$ cat src/rtl/jsu_pkg.sv
// Shared types, codes and helper functions for the JSON string unescaper.
// No dependencies; every module of the block imports this package.
package jsu_pkg;

    // Result kinds on the output channel.
    localparam logic [1:0] KIND_DATA  = 2'd0;
    localparam logic [1:0] KIND_CLOSE = 2'd1;
    localparam logic [1:0] KIND_ERROR = 2'd2;

    // Characters that steer the decoder.
    localparam logic [7:0] CH_QUOTE  = 8'h22;
    localparam logic [7:0] CH_BSLASH = 8'h5C;
    localparam logic [7:0] CH_SLASH  = 8'h2F;
    localparam logic [7:0] CH_B      = 8'h62;
    localparam logic [7:0] CH_F      = 8'h66;
    localparam logic [7:0] CH_N      = 8'h6E;
    localparam logic [7:0] CH_R      = 8'h72;
    localparam logic [7:0] CH_T      = 8'h74;
    localparam logic [7:0] CH_U      = 8'h75;
    localparam logic [7:0] CTRL_LIMIT = 8'h20;

    // Top six bits of a high and a low surrogate.
    localparam logic [5:0] SURR_HIGH_TAG = 6'b110110;
    localparam logic [5:0] SURR_LOW_TAG  = 6'b110111;
    localparam logic [20:0] SUPPLEMENTARY_BASE = 21'h10000;

    // What the back end does with the data part of a bundle.
    typedef enum logic [1:0] {
        DATA_NONE = 2'd0,
        DATA_RAW  = 2'd1,
        DATA_UTF8 = 2'd2
    } data_op_t;

    // One accepted input byte, classified: optional data and optional status.
    typedef struct packed {
        data_op_t    op;
        logic [20:0] value;
        logic        has_status;
        logic [1:0]  status_kind;
    } bundle_t;

    typedef struct packed {
        logic       valid;
        logic [3:0] value;
    } hex_t;

    // Decodes one ASCII hex digit; valid is low for anything else.
    function automatic hex_t hex_digit(input logic [7:0] b);
        hex_t h;
        h.valid = 1'b1;
        h.value = 4'd0;
        if (b >= 8'h30 && b <= 8'h39) begin
            h.value = 4'(b - 8'h30);
        end else if (b >= 8'h61 && b <= 8'h66) begin
            h.value = 4'(b - 8'h57);
        end else if (b >= 8'h41 && b <= 8'h46) begin
            h.value = 4'(b - 8'h37);
        end else begin
            h.valid = 1'b0;
        end
        return h;
    endfunction

    // Number of UTF-8 bytes that encode a code point.
    function automatic logic [2:0] utf8_len(input logic [20:0] cp);
        logic [2:0] n;
        if (cp < 21'h80) begin
            n = 3'd1;
        end else if (cp < 21'h800) begin
            n = 3'd2;
        end else if (cp < 21'h10000) begin
            n = 3'd3;
        end else begin
            n = 3'd4;
        end
        return n;
    endfunction

    // Byte idx of the UTF-8 encoding of cp, whose length is len.
    function automatic logic [7:0] utf8_byte(input logic [20:0] cp,
                                             input logic [1:0]  idx,
                                             input logic [2:0]  len);
        logic [7:0] b;
        b = 8'h00;
        case (len)
            3'd1: b = cp[7:0];
            3'd2: b = (idx == 2'd0) ? {3'b110, cp[10:6]} : {2'b10, cp[5:0]};
            3'd3:
            begin
                case (idx)
                    2'd0:    b = {4'b1110, cp[15:12]};
                    2'd1:    b = {2'b10, cp[11:6]};
                    default: b = {2'b10, cp[5:0]};
                endcase
            end
            default:
            begin
                case (idx)
                    2'd0:    b = {5'b11110, cp[20:18]};
                    2'd1:    b = {2'b10, cp[17:12]};
                    2'd2:    b = {2'b10, cp[11:6]};
                    default: b = {2'b10, cp[5:0]};
                endcase
            end
        endcase
        return b;
    endfunction

endpackage

$ cat src/rtl/jsu_in_if.sv
// Input channel of the JSON string unescaper: one raw text byte per word.
// Depends on nothing.
interface jsu_in_if;
    logic       valid;
    logic       ready;
    logic [7:0] in_byte;
    logic       end_of_text;

    modport source (output valid, in_byte, end_of_text, input ready);
    modport sink   (input valid, in_byte, end_of_text, output ready);
endinterface

$ cat src/rtl/jsu_out_if.sv
// Output channel of the JSON string unescaper: one decoded byte or status per word.
// Depends on nothing.
interface jsu_out_if;
    logic       valid;
    logic       ready;
    logic [7:0] out_byte;
    logic [1:0] kind;
    logic       last;

    modport source (output valid, out_byte, kind, last, input ready);
    modport sink   (input valid, out_byte, kind, last, output ready);
endinterface

$ cat src/rtl/json_string_unescape_utf8.sv
// Channel   Dir   Word contents                 Accepted when
// in_ch     in    in_byte, end_of_text          valid && ready
// out_ch    out   out_byte, kind, last          valid && ready
//
// Input is taken at one byte per cycle while the bundle queue has room.
// Each byte yields zero to five output words, sent at one word per cycle while
// the output is ready, so a \u escape that encodes to four UTF-8 bytes holds the
// output for four words; the QUEUE_DEPTH-entry queue absorbs such bursts. An
// accepted byte's first output word passes through the queue and then the output
// register. An output stall backs up the queue and then stalls the input. Reset
// is asynchronous, active low, and leaves the decoder waiting for an opening quote with the queue empty.
//
// Top level of the JSON string unescaper: front end, bundle queue, back end.
// Depends on jsu_pkg, jsu_in_if, jsu_out_if, jsu_front, jsu_queue, jsu_back.
module json_string_unescape_utf8
    import jsu_pkg::*;
#(
    parameter int QUEUE_DEPTH = 4
)
(
    input  logic      clk,
    input  logic      rst_n,
    jsu_in_if.sink    in_ch,
    jsu_out_if.source out_ch
);

    logic    push;
    bundle_t push_data;
    logic    pop;
    logic    queue_full;
    logic    head_valid;
    bundle_t head;

    // Byte classification and escape decoding.
    jsu_front u_front (
        .clk        (clk),
        .rst_n      (rst_n),
        .in_ch      (in_ch),
        .queue_full (queue_full),
        .push       (push),
        .push_data  (push_data)
    );

    // Decouples the front end from output stalls.
    jsu_queue #(
        .QUEUE_DEPTH (QUEUE_DEPTH)
    ) u_queue (
        .clk       (clk),
        .rst_n     (rst_n),
        .push      (push),
        .push_data (push_data),
        .pop       (pop),
        .full      (queue_full),
        .not_empty (head_valid),
        .head      (head)
    );

    // UTF-8 expansion and output register.
    jsu_back u_back (
        .clk        (clk),
        .rst_n      (rst_n),
        .head_valid (head_valid),
        .head       (head),
        .pop        (pop),
        .out_ch     (out_ch)
    );

endmodule

$ cat src/rtl/jsu_front.sv
// Front end: accepts text bytes, runs the escape state machine and classifies
// each byte into a bundle for the queue. Depends on jsu_pkg and jsu_in_if.
module jsu_front
    import jsu_pkg::*;
(
    input  logic     clk,
    input  logic     rst_n,
    jsu_in_if.sink   in_ch,
    input  logic     queue_full,
    output logic     push,
    output bundle_t  push_data
);

    typedef enum logic [6:0] {
        S_IDLE  = 7'b0000001,
        S_STR   = 7'b0000010,
        S_ESC   = 7'b0000100,
        S_HEX   = 7'b0001000,
        S_HI_BS = 7'b0010000,
        S_HI_U  = 7'b0100000,
        S_LO    = 7'b1000000
    } front_state_t;

    front_state_t state_reg, state_next;
    logic [15:0]  accum_reg, accum_next;
    logic [9:0]   high_reg, high_next;
    logic [1:0]   digit_reg, digit_next;

    logic        accept;
    logic [7:0]  b;
    hex_t        hx;
    logic [15:0] acc_shift;
    bundle_t     bnd;

    assign in_ch.ready = !queue_full;
    assign accept      = in_ch.valid && !queue_full;
    assign b           = in_ch.in_byte;
    assign hx          = hex_digit(b);
    assign acc_shift   = {accum_reg[11:0], hx.value};

    // Classify the byte against the current state.
    always_comb
    begin
        state_next      = state_reg;
        accum_next      = accum_reg;
        high_next       = high_reg;
        digit_next      = digit_reg;
        bnd.op          = DATA_NONE;
        bnd.value       = 21'd0;
        bnd.has_status  = 1'b0;
        bnd.status_kind = KIND_DATA;

        case (state_reg)
            S_STR:
            begin
                if (b == CH_QUOTE) begin
                    bnd.has_status  = 1'b1;
                    bnd.status_kind = KIND_CLOSE;
                end else if (b == CH_BSLASH) begin
                    state_next = S_ESC;
                end else if (b < CTRL_LIMIT) begin
                    bnd.has_status  = 1'b1;
                    bnd.status_kind = KIND_ERROR;
                end else begin
                    bnd.op    = DATA_RAW;
                    bnd.value = {13'd0, b};
                end
            end
            S_ESC:
            begin
                state_next = S_STR;
                bnd.op     = DATA_RAW;
                case (b)
                    CH_QUOTE, CH_BSLASH, CH_SLASH: bnd.value = {13'd0, b};
                    CH_B: bnd.value = 21'h08;
                    CH_F: bnd.value = 21'h0C;
                    CH_N: bnd.value = 21'h0A;
                    CH_R: bnd.value = 21'h0D;
                    CH_T: bnd.value = 21'h09;
                    CH_U:
                    begin
                        bnd.op     = DATA_NONE;
                        accum_next = 16'd0;
                        digit_next = 2'd0;
                        state_next = S_HEX;
                    end
                    default:
                    begin
                        bnd.op          = DATA_NONE;
                        bnd.has_status  = 1'b1;
                        bnd.status_kind = KIND_ERROR;
                    end
                endcase
            end
            S_HEX:
            begin
                if (!hx.valid) begin
                    bnd.has_status  = 1'b1;
                    bnd.status_kind = KIND_ERROR;
                end else begin
                    accum_next = acc_shift;
                    if (digit_reg != 2'd3) begin
                        digit_next = digit_reg + 2'd1;
                    end else if (acc_shift[15:10] == SURR_HIGH_TAG) begin
                        high_next  = acc_shift[9:0];
                        state_next = S_HI_BS;
                    end else if (acc_shift[15:10] == SURR_LOW_TAG) begin
                        bnd.has_status  = 1'b1;
                        bnd.status_kind = KIND_ERROR;
                    end else begin
                        bnd.op     = DATA_UTF8;
                        bnd.value  = {5'd0, acc_shift};
                        state_next = S_STR;
                    end
                end
            end
            S_HI_BS:
            begin
                if (b == CH_BSLASH) begin
                    state_next = S_HI_U;
                end else begin
                    bnd.has_status  = 1'b1;
                    bnd.status_kind = KIND_ERROR;
                end
            end
            S_HI_U:
            begin
                if (b == CH_U) begin
                    accum_next = 16'd0;
                    digit_next = 2'd0;
                    state_next = S_LO;
                end else begin
                    bnd.has_status  = 1'b1;
                    bnd.status_kind = KIND_ERROR;
                end
            end
            S_LO:
            begin
                if (!hx.valid) begin
                    bnd.has_status  = 1'b1;
                    bnd.status_kind = KIND_ERROR;
                end else begin
                    accum_next = acc_shift;
                    if (digit_reg != 2'd3) begin
                        digit_next = digit_reg + 2'd1;
                    end else if (acc_shift[15:10] == SURR_LOW_TAG) begin
                        bnd.op     = DATA_UTF8;
                        bnd.value  = SUPPLEMENTARY_BASE
                                   + {1'b0, high_reg, acc_shift[9:0]};
                        state_next = S_STR;
                    end else begin
                        bnd.has_status  = 1'b1;
                        bnd.status_kind = KIND_ERROR;
                    end
                end
            end
            default:
            begin
                // Idle: only an opening quote starts a string.
                if (b == CH_QUOTE) begin
                    state_next = S_STR;
                end else begin
                    bnd.has_status  = 1'b1;
                    bnd.status_kind = KIND_ERROR;
                end
            end
        endcase

        // Text that ends without a status is an unterminated string.
        if (!bnd.has_status && in_ch.end_of_text) begin
            bnd.has_status  = 1'b1;
            bnd.status_kind = KIND_ERROR;
        end

        // Any status returns the decoder to its reset state.
        if (bnd.has_status) begin
            state_next = S_IDLE;
            accum_next = 16'd0;
            high_next  = 10'd0;
            digit_next = 2'd0;
        end
    end

    assign push      = accept && (bnd.op != DATA_NONE || bnd.has_status);
    assign push_data = bnd;

    // Decoder state advances on each accepted word.
    always_ff @(posedge clk or negedge rst_n)
    begin
        if (!rst_n) begin
            state_reg <= S_IDLE;
            accum_reg <= 16'd0;
            high_reg  <= 10'd0;
            digit_reg <= 2'd0;
        end else if (accept) begin
            state_reg <= state_next;
            accum_reg <= accum_next;
            high_reg  <= high_next;
            digit_reg <= digit_next;
        end
    end

endmodule

$ cat src/rtl/jsu_queue.sv
// Small register FIFO of classified bundles between front and back end.
// Depends on jsu_pkg.
module jsu_queue
    import jsu_pkg::*;
#(
    parameter int QUEUE_DEPTH = 4
)
(
    input  logic    clk,
    input  logic    rst_n,
    input  logic    push,
    input  bundle_t push_data,
    input  logic    pop,
    output logic    full,
    output logic    not_empty,
    output bundle_t head
);

    localparam int PTR_W = $clog2(QUEUE_DEPTH);
    localparam int CNT_W = $clog2(QUEUE_DEPTH + 1);

    bundle_t            store_reg [QUEUE_DEPTH];
    logic [PTR_W-1:0]   wr_ptr_reg, wr_ptr_next;
    logic [PTR_W-1:0]   rd_ptr_reg, rd_ptr_next;
    logic [CNT_W-1:0]   count_reg, count_next;

    assign full      = (count_reg == CNT_W'(QUEUE_DEPTH));
    assign not_empty = (count_reg != '0);
    assign head      = store_reg[rd_ptr_reg];

    // Pointer wrap and occupancy.
    always_comb
    begin
        wr_ptr_next = wr_ptr_reg;
        rd_ptr_next = rd_ptr_reg;
        count_next  = count_reg;
        if (push) begin
            wr_ptr_next = (wr_ptr_reg == PTR_W'(QUEUE_DEPTH - 1)) ? '0 : wr_ptr_reg + 1'b1;
        end
        if (pop) begin
            rd_ptr_next = (rd_ptr_reg == PTR_W'(QUEUE_DEPTH - 1)) ? '0 : rd_ptr_reg + 1'b1;
        end
        if (push && !pop) begin
            count_next = count_reg + 1'b1;
        end else if (pop && !push) begin
            count_next = count_reg - 1'b1;
        end
    end

    always_ff @(posedge clk or negedge rst_n)
    begin
        if (!rst_n) begin
            wr_ptr_reg <= '0;
            rd_ptr_reg <= '0;
            count_reg  <= '0;
        end else begin
            wr_ptr_reg <= wr_ptr_next;
            rd_ptr_reg <= rd_ptr_next;
            count_reg  <= count_next;
        end
    end

    // Bundle storage holds payload only.
    always_ff @(posedge clk)
    begin
        if (push) begin
            store_reg[wr_ptr_reg] <= push_data;
        end
    end

endmodule

$ cat src/rtl/jsu_back.sv
// Back end: expands the bundle at the queue head into its data byte or UTF-8
// bytes and its status word, if any, one per cycle while the output is not
// stalled, through an output register. Depends on jsu_pkg and jsu_out_if.
module jsu_back
    import jsu_pkg::*;
(
    input  logic     clk,
    input  logic     rst_n,
    input  logic     head_valid,
    input  bundle_t  head,
    output logic     pop,
    jsu_out_if.source out_ch
);

    logic       out_valid_reg, out_valid_next;
    logic [7:0] out_byte_reg, out_byte_next;
    logic [1:0] kind_reg, kind_next;
    logic       last_reg, last_next;
    logic [2:0] idx_reg, idx_next;

    logic [2:0] data_len;
    logic [2:0] total;
    logic       load;

    // Word count of the head bundle.
    always_comb
    begin
        case (head.op)
            DATA_RAW:  data_len = 3'd1;
            DATA_UTF8: data_len = utf8_len(head.value);
            default:   data_len = 3'd0;
        endcase
        total = data_len + {2'd0, head.has_status};
    end

    assign load = head_valid && (!out_valid_reg || out_ch.ready);
    assign pop  = load && ((idx_reg + 3'd1) == total);

    // Next output word and bundle position.
    always_comb
    begin
        out_valid_next = out_valid_reg && !out_ch.ready;
        out_byte_next  = out_byte_reg;
        kind_next      = kind_reg;
        last_next      = last_reg;
        idx_next       = idx_reg;
        if (load) begin
            out_valid_next = 1'b1;
            idx_next       = pop ? 3'd0 : idx_reg + 3'd1;
            if (idx_reg < data_len) begin
                out_byte_next = (head.op == DATA_RAW) ? head.value[7:0]
                              : utf8_byte(head.value, idx_reg[1:0], data_len);
                kind_next     = KIND_DATA;
                last_next     = 1'b0;
            end else begin
                out_byte_next = 8'h00;
                kind_next     = head.status_kind;
                last_next     = 1'b1;
            end
        end
    end

    always_ff @(posedge clk or negedge rst_n)
    begin
        if (!rst_n) begin
            out_valid_reg <= 1'b0;
            idx_reg       <= 3'd0;
        end else begin
            out_valid_reg <= out_valid_next;
            idx_reg       <= idx_next;
        end
    end

    // Output payload register.
    always_ff @(posedge clk)
    begin
        out_byte_reg <= out_byte_next;
        kind_reg     <= kind_next;
        last_reg     <= last_next;
    end

    assign out_ch.valid    = out_valid_reg;
    assign out_ch.out_byte = out_byte_reg;
    assign out_ch.kind     = kind_reg;
    assign out_ch.last     = last_reg;

endmodule

$ cat src/flat_wrapper.sv
// flat-port wrapper written by rule: the top's interface ports become plain ports
module json_string_unescape_utf8_flat import jsu_pkg::*;
#(
    parameter int QUEUE_DEPTH = 4
)
  (clk, rst_n, in_ch_valid, in_ch_in_byte, in_ch_end_of_text, in_ch_ready, out_ch_valid, out_ch_out_byte, out_ch_kind, out_ch_last, out_ch_ready);
  jsu_in_if in_ch_i ();
  jsu_out_if out_ch_i ();
  input  logic clk;
  input  logic rst_n;
  input wire logic [$bits(in_ch_i.valid)-1:0] in_ch_valid;
  input wire logic [$bits(in_ch_i.in_byte)-1:0] in_ch_in_byte;
  input wire logic [$bits(in_ch_i.end_of_text)-1:0] in_ch_end_of_text;
  output wire logic [$bits(in_ch_i.ready)-1:0] in_ch_ready;
  output wire logic [$bits(out_ch_i.valid)-1:0] out_ch_valid;
  output wire logic [$bits(out_ch_i.out_byte)-1:0] out_ch_out_byte;
  output wire logic [$bits(out_ch_i.kind)-1:0] out_ch_kind;
  output wire logic [$bits(out_ch_i.last)-1:0] out_ch_last;
  input wire logic [$bits(out_ch_i.ready)-1:0] out_ch_ready;
  assign in_ch_i.valid = in_ch_valid;
  assign in_ch_i.in_byte = in_ch_in_byte;
  assign in_ch_i.end_of_text = in_ch_end_of_text;
  assign in_ch_ready = in_ch_i.ready;
  assign out_ch_valid = out_ch_i.valid;
  assign out_ch_out_byte = out_ch_i.out_byte;
  assign out_ch_kind = out_ch_i.kind;
  assign out_ch_last = out_ch_i.last;
  assign out_ch_i.ready = out_ch_ready;
  json_string_unescape_utf8 #(.QUEUE_DEPTH(QUEUE_DEPTH)) u_core (.clk(clk), .rst_n(rst_n), .in_ch(in_ch_i), .out_ch(out_ch_i));
endmodule
$ cat config.mk
export PLATFORM = sky130hd
export DESIGN_NAME = json_string_unescape_utf8_flat
export DESIGN_NICKNAME = d
export VERILOG_FILES = /design/src/rtl/jsu_pkg.sv /design/src/rtl/jsu_in_if.sv /design/src/rtl/jsu_out_if.sv /design/src/rtl/json_string_unescape_utf8.sv /design/src/rtl/jsu_front.sv /design/src/rtl/jsu_queue.sv /design/src/rtl/jsu_back.sv /design/src/flat_wrapper.sv
export SDC_FILE = /design/constraint.sdc
export NUM_CORES = 1
export LEC_CHECK = 0
export BUFFER_PORTS_ARGS = -buffer_cell sky130_fd_sc_hd__buf_2
export CAP_MARGIN = 10
export CORE_ASPECT_RATIO = 1.25
export CORE_MARGIN = 1.5
export CORE_UTILIZATION = 35
export DETAILED_ROUTE_END_ITERATION = 7
export HOLD_SLACK_MARGIN = 0.15
export SKIP_CTS_REPAIR_TIMING = 1
export SLEW_MARGIN = 40
export SYNTH_ARGS = -nofsm -noshare
export SYNTH_HDL_FRONTEND = slang
export SYNTH_SLANG_ARGS = --single-unit
$ cat constraint.sdc
create_clock -name clk -period 5.39 [get_ports clk]
set_input_delay 0.2695 -clock clk [delete_from_list [all_inputs] [get_ports clk]]
set_output_delay 0.2695 -clock clk [all_outputs]
set_load 0.02 [all_outputs]
Yosys cells after proc, flatten, opt, wreduce, memory -nomap -nowiden
Memories as Yosys holds them, arrays and structs flattened. Index checks and enable logic that the tools add are counted.

Add/sub/neg operators: 11. Order comparisons: 11. Equality and inequality tests: 43. Mux-type cells: 78. Reduce and logical (&&, ||, !) cells: 37.

Operator list (number): 23-bit two-way mux (5); 26-bit two-way mux (4); 7-bit two-way mux (14); 23-bit case mux with 4 select lines (1); 8-bit by 7-bit == test with 1-bit output (second input constant) (7); 3-bit two-way mux (17); 10-bit two-way mux (5); 8-bit case mux with 6 select lines (1); 7-bit case mux with 6 select lines (1); 12-bit two-way mux (3); 3-bit != test (second input constant) (9); 12-bit case mux with 2 select lines (1); 8-bit case mux with 3 select lines (1); 22-bit two-way mux (1); 17-bit by 20-bit adder with 21-bit output (first input constant) (1); 21-bit by 12-bit less-than comparator with 1-bit output (second input constant) (1); 21-bit by 17-bit less-than comparator with 1-bit output (second input constant) (1); 21-bit by 8-bit less-than comparator with 1-bit output (second input constant) (1); 7-bit case mux with 3 select lines (1); 3-bit case mux with 6 select lines (1); 8-bit by 6-bit == test with 1-bit output (second input constant) (2); 8-bit by 7-bit greater-or-equal comparator with 1-bit output (second input constant) (2); 8-bit by 7-bit <= comparator with 1-bit output (second input constant) (2); 4-bit two-way mux (4); 46 further kinds (94).

Register bits: 53. RAM bits: 104. Input bits: 13. Output and inout port bits: 13. Word-level logic and storage cells: 193. Memories: 1.

Memory list: u_core.u_queue.store_reg (words 4, bits a word 26, rd ports 1, clocked after memory_dff 0, write ports 1, line jsu_queue.sv:22) `bundle_t store_reg [QUEUE_DEPTH];`.

Logic depth before layout (Yosys ltp)
Word-level depth: 19. Mapped depth: 23. Mapped depth without buffers: 20.

Cells and area by module
Synthesis repeated with hierarchy kept, for this count alone.

Cell total of the unflattened synthesis: 643. Area total of the unflattened synthesis: 8207.9 µm².

By module, submodules not included: jsu_queue (times used 1, cells an instance 173, area an instance 4219.0 µm², sequential area each 3298.2 µm²); jsu_front (times used 1, cells an instance 301, area an instance 2553.7 µm², sequential area each 777.0 µm²); jsu_back (times used 1, cells an instance 169, area an instance 1435.1 µm², sequential area each 430.4 µm²).

Worst setup path before layout
Ideal clock, no wire load.

Path type: reg-to-reg. From: register u_core.u_queue.rd_ptr_reg[0]. To: register u_core.u_queue.count_reg[1]. Library setup time: 0.125 ns. Data arrival time: 4.572 ns. Data required time: 5.265 ns. Slack: 0.693 ns. Cell stages (with the launch flop): 21. Buffers on the path: 3. Period minus slack after synthesis: 4.697 ns. Cells stage by stage: dfrtp_1 buf_6 buf_6 buf_1 mux4_2 inv_1 ha_1 inv_1 a221oi_2 and2_1 ha_1 xnor2_1 xnor2_1 xnor2_1 nand3_1 nor2_2 inv_1 ha_1 inv_1 fa_1 mux2_2.

Word-level cells in the longest chain between the ends: 12. Elaborated cells between the ends (all ways): 18.

Ends and longest elaborated chain: from (decl) (line jsu_queue.sv:24) `logic [PTR_W-1:0] rd_ptr_reg, rd_ptr_next;`; from (signal assigned) (line jsu_queue.sv:58) `rd_ptr_reg <= rd_ptr_next;`; memory read 4 x 26 bit (*); 21-bit by 17-bit less-than comparator with 1-bit output (line jsu_pkg.sv:71) `end else if (cp < 21'h10000) begin`; 3-bit two-way mux (line jsu_pkg.sv:71); 3-bit two-way mux (line jsu_pkg.sv:69) `end else if (cp < 21'h800) begin`; 3-bit two-way mux (line jsu_pkg.sv:67) `if (cp < 21'h80) begin`; 3-bit case mux with 2 select lines (line jsu_back.sv:28) `case (head.op)`; 3-bit by 1-bit adder with 3-bit output (*) (line jsu_back.sv:33) `total = data_len + {2'd0, head.has_status};`; 3-bit == test (*) (line jsu_back.sv:37) `assign pop = load && ((idx_reg + 3'd1) == total);`; 1-bit logical AND (*) (line jsu_back.sv:37); 1-bit logical NOT (*) (line jsu_queue.sv:43) `if (push && !pop) begin`; 1-bit logical AND (*) (line jsu_queue.sv:43); 3-bit two-way mux (*) (line jsu_queue.sv:43); named net u_core.u_queue.count_next[1] (line jsu_queue.sv:25) `logic [CNT_W-1:0] count_reg, count_next;`; to (signal assigned) (line jsu_queue.sv:59) `count_reg <= count_next;`; to (decl) (line jsu_queue.sv:25).

The timed path passes the listed nets; every way through them passes the cells marked *. A chain may end at the register's enable or synchronous reset.

Final worst setup path
Same ends and word-level chain as after synthesis.

==> qor.log <==
INFO  layout         antenna_fix_cells=0
INFO  layout         layout.cells.non_filler=934
INFO  die            top_level_ports=26
INFO  placement      place_inst=900
INFO  worst_setup_path critPathRequiredTime=5.70ns
INFO  synth          async_reset_ff_frac=0.2675
INFO  die            core.rowCount=61
INFO  synth          top_count_cell_post_synth=edfxtp_1
INFO  global_routing grt_pass1_wl=28710µm
INFO  global_routing globalRouteOverflowTotal=0
INFO  worst_setup_path worst_reg2reg_path_length_in_cells=16
INFO  placement      detailedPlacementHpwl=13320µm
INFO  layout         largest_register_ff_count=104
INFO  die            initial_utilization=0.3568
INFO  worst_setup_path worstSetupEndpointType=flop
INFO  die            die-width=137.6µm
INFO  detailed_routing routed_wl=18180µm
INFO  synth          yosys_register_bits=157
INFO  clocking       cts_buffers=17
INFO  min_path       hold_depth=2
INFO  synth          synth_commonest_cells=edfxtp_1, nand2_1, dfrtp_1
INFO  synth          synth-simple-area-share=0.1200
INFO  synth          netlist_top_cells_area=edfxtp_1, dfrtp_1, mux4_2, ha_1, nand2_1
INFO  layout         fillers=2068
INFO  clocking       worst_skew_pair.late_latency=0.43ns
INFO  die            core-area=0.02221mm²
INFO  job            total_of_max_cap_violations=0
INFO  sta            fin_worst_hold_slack=0.3535ns
INFO  sta            grt_setup_unrepaired=no
INFO  layout         final_layout_size_suffix_gt1_frac=0.1951
INFO  synth          primary_ff_master_synth=edfxtp_1
INFO  synth          yosys.area.top_type=edfxtp_1
INFO  sta            finalSetupTns=0ns
INFO  global_routing vias_in_the_first_global_route=5287
INFO  sta            fin_hold_viols=0
INFO  die            die_area=0.02356mm²
INFO  layout         num-nets-final=674
INFO  synth          synth_edf_count=115
INFO  global_routing maximum_number_of_pins_on_one_net_before_global_route_repair=43
INFO  placement      routabilityCongestion=0.9099
INFO  synth          synth_top_family_by_area=compound AO/OA/AOI/OAI gates
INFO  synth          synth_area_per_cell=13.08µm²
INFO  synth          synth.area.mux_share=0.09300
INFO  sta            final_cycle_share=0.8788
INFO  clocking       cts.sinks=157
INFO  synth          synth.yosys.seq_area_share=0.5686
INFO  pwr            powerDensity=506.3mW/mm²
INFO  sta            tightest_slew=0.8157ns
INFO  placement      placement.io_buffers=25
INFO  sta            achievable-frequency=0.2111GHz
INFO  synth          synth_compound_area_frac=0.1358
INFO  pwr            vdd_ir_drop_max=0.3329mV
INFO  synth          synthXorXnorAreaFrac=0.01437
INFO  synth          post_synthesis_adder_cell_area_fraction=0.03727
INFO  layout         postLayoutCoreUtil=0.4048
INFO  synth          synth.net_count=642
INFO  clocking       cts.clk_slew.worst_paths=0.07ns
INFO  sta            clock-skew-final=0.01136ns
INFO  detailed_routing vias=5206
INFO  detailed_routing detail_route.iter0.violations=425
INFO  synth          yosys_warnings=0
INFO  detailed_routing detail_route.drc_violations=0
INFO  sta            setup_violations=0
INFO  detailed_routing wl_per_cell=19.46µm
INFO  die            die_h=171.2µm
INFO  sta            period_needed=4.737ns
INFO  clocking       cts-root-to-sink-buffers=2
INFO  global_routing grt_util_all_layers=0.1627
INFO  synth          cell_count_after_synthesis=606
INFO  synth          synth.top_cell.area_share=0.4358
INFO  layout         layout-area-overhead-vs-synth=13.45%
INFO  synth          post_synth_cell_types=80
INFO  global_routing grt_antenna_before_repair=0
INFO  clocking       htreeDepth=4
INFO  min_path       min-delay-path-class=in -> reg
INFO  outcome        status=complete, no violations
INFO  detailed_routing dr.pass1.iters=5
INFO  detailed_routing final_antenna_net_count=0
INFO  layout         footprint_of_the_multi_input_gates=0.003182mm²
INFO  worst_setup_path path_class=reg -> reg
INFO  clocking       ctsRootBufferMaster=clkbuf_16
INFO  sta            timing.slew.headroom=0.4550
INFO  worst_setup_path startpoint_type=flop
INFO  worst_setup_path cp_data_arrival_time=5.04ns
INFO  worst_setup_path timing.critical_path.fanout_max=17
INFO  sta            timing_max_transition_violations_final=0
INFO  synth          mappedNetlistArea=0.007924mm²
INFO  clocking       cts_tree=yes
INFO  pwr            power_leakage=3.277nW
INFO  layout         final-seq-area=0.004507mm²
INFO  detailed_routing viasPerCell=5.574
==> cell type report <==
| class | count | area share |
|---|---|---|
| repair buffers | 36 | 0.02394 |
| inverters | 35 | 0.01461 |
| well taps | 283 | 0.03939 |
| clock buffers | 17 | 0.04732 |
| clock inverters | 15 | 0.01949 |
| flip-flops and latches | 157 | 0.5013 |
| multi-input cells | 391 | 0.3539 |
==> power breakdown <==
group / internal, mW / switching [mW] / leakage, nW
sequential: 1.58 / 0.139 / 1.65
combinational: 0.666 / 0.951 / 1.34
clock: 0.699 / 0.519 / 0.286
total: 2.94 / 1.61 / 3.28
==> through the flow <==
stage	total power [mW]	worst slack (ns)	area, µm²
2_1_floorplan	2.916	0.6932	7924
3_3_place_gp	3.347	0.7895	8358
3_5_place_dp	3.370	0.6584	8364
4_1_cts	4.589	0.6241	8965
5_1_grt	4.802	0.2742	8990
6_report	4.551	0.6531	8990
==> layout by cell type, fill, tap and decap left out, types with 17 or more instances in the layout <==
cell	n
o21ai_0	28
clkbuf_16	17
ha_1	22
nand2_1	52
mux4_2	26
buf_2	24
a21oi_1	22
dfrtp_1	40
edfxtp_1	115
nor2_1	20
inv_1	34
==> cell families after synthesis <==
kind of cell / after synthesis
xor gates and xnor gates: 13
muxes: 40
AOI/OAI and AO/OA: 145
DFF: 157
buffers and inverters: 58
and+or+nand+nor: 170
adders and majority gates: 23
==> worst max-delay path, cell delays in order, from the launching register on <==
cell,delay (ns)
dfrtp_2,0.70
mux4_2,0.61
nor4_1,0.55
and2_0,0.38
a221oi_2,0.14
and2_1,0.16
ha_1,0.20
xnor2_1,0.17
xnor2_1,0.16
xnor2_1,0.14
nand3_1,0.14
nor2_2,0.23
inv_1,0.07
ha_1,0.22
inv_1,0.08
fa_1,0.38
mux2_2,0.27
==> layer usage <==
layer,track usage,share of wire
met1,0.1942,0.41
met2,0.2778,0.51
met3,0.03183,0.039
met4,0.08238,0.038
met5,0,0
==> worst paths after layout <==
| path | start | slack (ns) | end |
|---|---|---|---|
| worst max register to register | u_core.u_queue.rd_ptr_reg[0]$_DFFE_PN0P_ | 0.65 | u_core.u_queue.count_reg[1]$_DFFE_PN0P_ |
| max in group asynchronous | rst_n | 4.60 | u_core.u_queue.rd_ptr_reg[0]$_DFFE_PN0P_ |
| min in group asynchronous | rst_n | 0.38 | u_core.u_queue.wr_ptr_reg[0]$_DFFE_PN0P_ |
| worst min register to register | u_core.u_front.digit_reg[0]$_DFFE_PN0P_ | 0.48 | u_core.u_front.digit_reg[0]$_DFFE_PN0P_ |
| worst min-delay path | in_ch_in_byte[6] | 0.35 | u_core.u_queue.store_reg[0][9]$_DFFE_PP_ |
| worst max-delay path | u_core.u_queue.rd_ptr_reg[0]$_DFFE_PN0P_ | 0.65 | u_core.u_queue.count_reg[1]$_DFFE_PN0P_ |
No activity file was read; power rests on OpenSTA's default activity.
